[src/rtl/subtractive_lagged_fibonacci_rng_top_assert.svh]
// assertion helpers used by the rng top
`ifndef SUBTRACTIVE_LAGGED_FIBONACCI_RNG_TOP_ASSERT_SVH
`define SUBTRACTIVE_LAGGED_FIBONACCI_RNG_TOP_ASSERT_SVH

// same-cycle implication, checked outside reset
`define SLFR_ASSERT_IMPL(label, ante, cons, msg) \
	label: assert property (@(posedge clk) disable iff (!arst_n) (ante) |-> (cons)) \
		else $error(msg);

// next-cycle implication, checked outside reset
`define SLFR_ASSERT_NEXT(label, ante, cons, msg) \
	label: assert property (@(posedge clk) disable iff (!arst_n) (ante) |=> (cons)) \
		else $error(msg);

`endif

[src/rtl/slfr_pkg.sv]
`timescale 1ns / 1ps

package slfr_pkg;

	// table geometry and lags
	localparam int TABLE_LEN = 55;
	localparam int SHORT_LAG = 24;
	localparam int LONG_LAG  = 31;
	localparam int FILL_STEP = 21;
	localparam int FILL_MOD  = 54;
	localparam int IDX_W     = 6;

	typedef logic [IDX_W-1:0] idx_t;
	typedef logic [1:0]       op_t;

	// operation codes
	localparam op_t OP_WARM = 2'd0;
	localparam op_t OP_INT  = 2'd1;
	localparam op_t OP_REAL = 2'd2;

	// table port control from the sequencer
	typedef struct packed {
		logic we;
		logic clr;
		idx_t waddr;
		idx_t raddr0;
		idx_t raddr1;
	} tbl_ctrl_t;

	// scaler request
	typedef struct packed {
		logic start;
		logic is_real;
	} scl_req_t;

endpackage

[src/rtl/slfr_scale.sv]
`timescale 1ns / 1ps

module slfr_scale import slfr_pkg::*; (
	input  logic               clk,
	input  logic               arst_n,
	input  scl_req_t           req,
	input  logic [31:0]        fraction_in,
	input  logic signed [31:0] low,
	input  logic signed [31:0] high,
	output logic               done,
	output logic signed [31:0] value
);

	logic signed [32:0] diff_w;
	logic [32:0]        span_w;
	logic [32:0]        mag_w;

	logic               v_s1;
	logic               real_s1;
	logic               neg_s1;
	logic [31:0]        f_s1;
	logic [32:0]        opnd_s1;
	logic signed [31:0] lo_s1;
	logic signed [31:0] hi_s1;

	logic               v_s2;
	logic               real_s2;
	logic               neg_s2;
	logic [64:0]        prod_s2;
	logic signed [31:0] lo_s2;
	logic signed [31:0] hi_s2;

	logic signed [33:0] lo34_w;
	logic signed [33:0] hi34_w;
	logic signed [33:0] q34_w;
	logic               rnd_w;
	logic signed [33:0] res_w;

	logic               done_q;
	logic signed [31:0] value_q;

	// range width: span for integer draws, magnitude for real draws
	assign diff_w = $signed({high[31], high}) - $signed({low[31], low});
	assign span_w = $unsigned(diff_w) + 33'd1;
	assign mag_w  = diff_w[32] ? $unsigned(-diff_w) : $unsigned(diff_w);

	// stage 1: operand select
	always_ff @(posedge clk or negedge arst_n) begin
		if (!arst_n) begin
			v_s1 <= 1'b0;
		end else begin
			v_s1 <= req.start;
		end
	end

	always_ff @(posedge clk) begin
		real_s1 <= req.is_real;
		neg_s1  <= diff_w[32];
		f_s1    <= fraction_in;
		opnd_s1 <= req.is_real ? mag_w : span_w;
		lo_s1   <= low;
		hi_s1   <= high;
	end

	// stage 2: 32x33 product
	always_ff @(posedge clk or negedge arst_n) begin
		if (!arst_n) begin
			v_s2 <= 1'b0;
		end else begin
			v_s2 <= v_s1;
		end
	end

	always_ff @(posedge clk) begin
		real_s2 <= real_s1;
		neg_s2  <= neg_s1;
		prod_s2 <= 65'(f_s1) * 65'(opnd_s1);
		lo_s2   <= lo_s1;
		hi_s2   <= hi_s1;
	end

	// stage 3: offset from low, ceiling when the range runs downward, integer draws clamped to high
	assign lo34_w = {{2{lo_s2[31]}}, lo_s2};
	assign hi34_w = {{2{hi_s2[31]}}, hi_s2};
	assign q34_w  = {1'b0, prod_s2[64:32]};
	assign rnd_w  = real_s2 && neg_s2 && (prod_s2[31:0] != 32'd0);

	always_comb begin
		if (real_s2 && neg_s2) begin
			res_w = lo34_w - q34_w - 34'(rnd_w);
		end else begin
			res_w = lo34_w + q34_w;
		end
		if (!real_s2 && (res_w > hi34_w)) begin
			res_w = hi34_w;
		end
	end

	always_ff @(posedge clk or negedge arst_n) begin
		if (!arst_n) begin
			done_q <= 1'b0;
		end else begin
			done_q <= v_s2;
		end
	end

	always_ff @(posedge clk) begin
		value_q <= res_w[31:0];
	end

	assign done  = done_q;
	assign value = value_q;

endmodule

[config.mk]
export PLATFORM = sky130hd
export DESIGN_NAME = slfr_scale
export DESIGN_NICKNAME = d
export VERILOG_FILES = /design/src/rtl/subtractive_lagged_fibonacci_rng_top_assert.svh /design/src/rtl/slfr_pkg.sv /design/src/rtl/slfr_scale.sv
export SDC_FILE = /design/constraint.sdc
export NUM_CORES = 2
export LEC_CHECK = 0
export BUFFER_PORTS_ARGS = -buffer_cell sky130_fd_sc_hd__buf_4
export CORE_ASPECT_RATIO = 1.1
export CORE_MARGIN = 1.5
export CORE_UTILIZATION = 70
export CTS_BUF_LIST = sky130_fd_sc_hd__clkbuf_4
export DETAILED_ROUTE_END_ITERATION = 10
export HOLD_SLACK_MARGIN = 0.03
export PLACE_DENSITY = 0.88
export RECOVER_POWER = 100
export SLEW_MARGIN = 20
export SYNTH_ARGS = -nofsm -noshare
export SYNTH_HDL_FRONTEND = slang
export SYNTH_SLANG_ARGS = --single-unit
[constraint.sdc]
create_clock -name clk -period 14 [get_ports clk]
set_clock_uncertainty 0.2 [all_clocks]
set_input_delay 2.8 -clock clk [delete_from_list [all_inputs] [get_ports clk]]
set_output_delay 2.8 -clock clk [all_outputs]
set_load 0.02 [all_outputs]
==> impl.org <==
** Synth
- Counting distinct cell types in the post-synthesis netlist gives 85.
- Share of synthesized area spent on multiplexers :: 0.00819
- Synth Area in Compound Gates :: 0.0825
- Commonest cells post-synth :: sky130_fd_sc_hd__inv_1 (1113), sky130_fd_sc_hd__fa_1 (930), sky130_fd_sc_hd__nand2_1 (650)
- Yosys top cell by area :: sky130_fd_sc_hd__fa_1
- A synthesized cell averages between 9 and 10 um2.
- Share of the synthesized netlist area taken by xor and xnor gates :: 0.0305
- Fraction of the mapped netlist area in adder cells :: 0.492
- Sequential share of the synthesized area :: 0.122
- Synth async-reset ratio :: 0.0101
- Count of flip-flops with a built-in enable after synthesis :: 0
- For this run, the number of Yosys warnings is 0.
- In the post-synthesis netlist, the cell with the most instances is sky130_fd_sc_hd__inv_1.
- When the netlist entered floorplanning its net count stood at ~7000.
- Netlist area before placement :: 48800 um2
- Top cells by area in the synthesized netlist :: sky130_fd_sc_hd__fa_1 (38%), sky130_fd_sc_hd__dfxtp_1 (12%), sky130_fd_sc_hd__ha_1 (11%)
- Synth Instances :: 5391
- Among all flip-flop cells after synthesis, the most frequent one is sky130_fd_sc_hd__dfxtp_1.
- Post-synthesis sequential element count :: between 200 and 300
- Fraction of synthesized cell area taken by the top area cell type :: 0.382
- Of the total synthesized cell area, the portion taken by AND, OR, NAND and NOR gates is 0.159.
- After synthesis, the largest family of logic cells by area is adder cells.

** Clocking
- Clock-pin slew reported for the worst setup and hold paths after clock tree synthesis :: roughly 0.080 ns
- Post-CTS repair changed the size of 0 cells.
- TritonCTS built the clock tree.
- The number of setup buffers added after CTS is 0.
- Number of buffers created by CTS :: 83
- For this design, the sink count on the clock tree is slightly below 300.
- At the later pin of the worst-skew pair, clock insertion delay measures around 0.93 ns.
- In this run the clock root is driven by a sky130_fd_sc_hd__clkbuf_4.
- The clock passes through at most 3 buffers.
- The H-tree generated during clock tree synthesis spans 3 levels.
- # hold bufs at CTS :: 0

** STA
- Final hold violations :: 0
- The tightest hold path in the finished design has a slack of about 0.086 ns.
- Setup TNS :: 0 ns
- Final setup slack of the worst path :: between 3 and 4 ns
- Max Clk Rate :: just over 90 MHz
- Setup violations remaining at the end of the flow were counted as 0.
- Relative slew margins :: -0.364
- The smallest clock period supported by the final layout is computed as around 11 ns.
- Final worst-path cycle share :: 0.769
- The number of pins with negative max-slew slack in the final report is slightly above 80.
- RSZ-0062 raised after global routing :: false
- Worst-margin pin slew :: 2.04 ns

** Layout
- Layout Area Growth over Synthesis :: 4.77%
- Final cell utilization of the core :: 0.740
- Filler Cells Inserted :: between 4000 and 5000
- For this run, the post-layout net count is a little under 7000.
- Share of layout cells above drive strength 1 :: 0.0522
- Summing all flip-flop and latch instances after layout gives ~6000 um2.
- In the final layout, the multi-input gates occupy 37600 um2.

** Place
- Placed wire-length estimate after detailed placement :: ~100000 um
- Before CTS, the worst setup slack after placement is 4.61 ns.
- Buffers placed on the I/O ports in this run total roughly 130.
- Final weighted congestion in routability-driven placement :: just under 1

** GRT
- In the global route stage, overall resource usage came out at 0.397.
- In this run the most used layer during global routing was met2.
- Global-route wire length before repair :: 216000 um
- Global-route met2 utilization :: 0.633
- Routing usage on met1 :: 0.471
- Global routing met3 resource utilization :: 0.103
- Entering global routing, the biggest net connects 34 pins.
- Number of global-route vias before repair :: roughly 42000
- Total overflow reported by the global router :: 0
- Initial antenna violation count :: 8

** Critical path
- Reg2reg start :: opnd_s1[7]
- Reg-to-reg slack, setup :: about 3.2 ns
- Along the worst path, the maximum fanout reaches 32.
- STA classifies the critical path startpoint as a register.
- Worst R2R Path Depth :: 25
- The worst setup path is of the reg -> reg kind.
- STA puts the critical path data arrival time at between 10 and 15 ns.
- In this run the critical register-to-register path is captured at prod_s2[62].
- At the worst endpoint, the required time is around 15 ns.
- Endpoint type of the worst setup path :: register

** Detailed routing
- After detailed routing, the number of remaining DRC violations is 0.
- Summing over every cut layer, the via total after detailed routing is 38800.
- Drt wl/cell :: roughly 21 um
- In the routed layout, each cell is associated on average with a via count of slightly above 6.
- For this block, the routed nets add up to 136000 um of wire.
- Number of design-rule violations left by the first detailed-router iteration :: between 3000 and 4000
- In this run the remaining antenna-violating nets after routing total 0.
- Router iterations before antenna repair :: 8

** Worst hold path
- In this run the worst hold path is classified as reg -> reg.
- Worst hold path endpoint :: lo_s2[16]
- Origin of the worst min-delay path :: lo_s1[16]
- Instance count along the most critical hold path :: 0

** Die
- The die is 280 um tall.
- Initial standard-cell utilization of the core :: 0.707
- In this run the standard cell core region covers slightly below 70000 um2.
- The floorplan step defined a die boundary enclosing about 70000 um2.
- Pin placement for this block handled approximately 130 I/O pins.
- Core Rows :: between 100 and 150
- Measured along the x axis, the die boundary spans 255 um.

** Flow run
- Max-cap viol count :: 3

** Run status
- The checks that failed: capacitance limit, slew limit.
- Result of the run :: complete, but fails checks
[kinds of logic (layout without fill, tap and decap cells)]
family / after synthesis / count (layout)
and+or+nand+nor: 1551 / 1551
buffers and inverters: 1360 / 1451
adders and majority gates: 1359 / 1359
AOI/OAI and AO/OA: 618 / 618
DFF: 297 / 297
xor gates and xnor gates: 170 / 170
muxes: 36 / 36
other: 0 / 8
[worst max-delay path by stage]
stage / startpoint / end / slack (ns) / cells past startpoint
after floorplan: f_s1[6] / prod_s2[58] / 6.48 / 26
final: opnd_s1[7] / prod_s2[62] / 3.24 / 25
after global routing: opnd_s1[7] / prod_s2[62] / 3.13 / 25
after CTS: f_s1[7] / prod_s2[62] / 4.50 / 25
after detailed placement: f_s1[7] / prod_s2[58] / 4.61 / 25
after global placement: f_s1[2] / prod_s2[62] / 4.68 / 25
[worst max-delay path, stage by stage, from the launching register on]
cell	delay [ns]
sky130_fd_sc_hd__dfxtp_1	1.71
sky130_fd_sc_hd__and2_0	0.32
sky130_fd_sc_hd__fa_1	0.47
sky130_fd_sc_hd__fa_1	0.51
sky130_fd_sc_hd__inv_1	0.05
sky130_fd_sc_hd__fa_1	0.40
sky130_fd_sc_hd__fa_1	0.54
sky130_fd_sc_hd__fa_1	0.58
sky130_fd_sc_hd__inv_1	0.06
sky130_fd_sc_hd__fa_1	0.47
sky130_fd_sc_hd__fa_1	0.49
sky130_fd_sc_hd__inv_1	0.05
sky130_fd_sc_hd__fa_1	0.48
sky130_fd_sc_hd__inv_1	0.05
sky130_fd_sc_hd__ha_1	0.36
sky130_fd_sc_hd__nand2_1	0.13
sky130_fd_sc_hd__nor2_1	0.16
sky130_fd_sc_hd__nand3_1	0.22
sky130_fd_sc_hd__a2111oi_0	0.96
sky130_fd_sc_hd__o31ai_1	0.36
sky130_fd_sc_hd__o21ai_0	0.83
sky130_fd_sc_hd__a31oi_1	0.30
sky130_fd_sc_hd__o21ai_0	0.30
sky130_fd_sc_hd__a21oi_1	0.17
sky130_fd_sc_hd__o31ai_1	0.33
sky130_fd_sc_hd__xor2_1	0.16
[layout by cell type, fill, tap and decap left out, types with 10 or more instances in the layout]
cell type,synthesis,final
sky130_fd_sc_hd__nor2b_1,23,23
sky130_fd_sc_hd__xnor2_1,118,118
sky130_fd_sc_hd__a21oi_1,176,176
sky130_fd_sc_hd__nor2_1,113,113
sky130_fd_sc_hd__a21o_1,91,91
sky130_fd_sc_hd__nand2_1,650,650
sky130_fd_sc_hd__nand4_1,38,38
sky130_fd_sc_hd__o21bai_1,19,19
sky130_fd_sc_hd__a211oi_1,17,18
sky130_fd_sc_hd__clkbuf_4,0,142
sky130_fd_sc_hd__nand3_1,53,53
sky130_fd_sc_hd__o211ai_1,15,15
sky130_fd_sc_hd__buf_4,0,49
sky130_fd_sc_hd__a31oi_1,30,30
sky130_fd_sc_hd__and3_1,20,20
sky130_fd_sc_hd__fa_1,930,930
sky130_fd_sc_hd__o31ai_1,12,12
sky130_fd_sc_hd__inv_1,1113,1113
sky130_fd_sc_hd__mux2_2,31,31
sky130_fd_sc_hd__o21a_1,21,21
sky130_fd_sc_hd__nand2b_1,24,24
sky130_fd_sc_hd__and2_1,534,529
sky130_fd_sc_hd__o21ai_0,124,128
sky130_fd_sc_hd__ha_1,429,429
sky130_fd_sc_hd__or3_1,14,14
sky130_fd_sc_hd__o22ai_1,10,10
sky130_fd_sc_hd__clkinv_1,1,26
sky130_fd_sc_hd__nor4_1,22,22
sky130_fd_sc_hd__clkinv_2,0,13
sky130_fd_sc_hd__dfxtp_2,0,20
sky130_fd_sc_hd__dfxtp_1,294,274
sky130_fd_sc_hd__nor3_1,27,28
sky130_fd_sc_hd__xor2_1,52,52
sky130_fd_sc_hd__clkbuf_1,237,99
[flip-flops by register name (all words and copies together) (netlist names)]
signal	flops
real_s2	1
opnd_s1	33
done	1
hi_s1	32
neg_s2	1
real_s1	1
v_s1	1
neg_s1	1
f_s1	32
v_s2	1
lo_s2	32
prod_s2	65
hi_s2	32
value	32
lo_s1	32
[through the flow]
stage / cell area (um2) / instances
2_1_floorplan: 48800 / 5391
3_3_place_gp: 50400 / 6255
3_5_place_dp: 50400 / 6255
4_1_cts: 51500 / 6408
5_1_grt: 51100 / 6412
6_report: 51100 / 6417
[final cells by class]
type	instances	share of cell area
antenna	8	0.000392
clock buffer	106	0.0156
clock inverter	47	0.00551
inverter	1114	0.0819
multi-input combinational	3734	0.737
sequential	297	0.117
tap	927	0.0227
timing repair buffer	184	0.0198
[routing by layer]
| layer | part of all wire | up-vias |
|---|---|---|
| li1 | - | 16600 |
| met1 | 0.35 | 19000 |
| met2 | 0.46 | 2423 |
| met3 | 0.11 | 811 |
| met4 | 0.080 | 8 |
| met5 | 0.00066 | - |
Power is not shown: default switching activity piles up to over one toggle a cycle in this logic, so the estimate is an artifact.
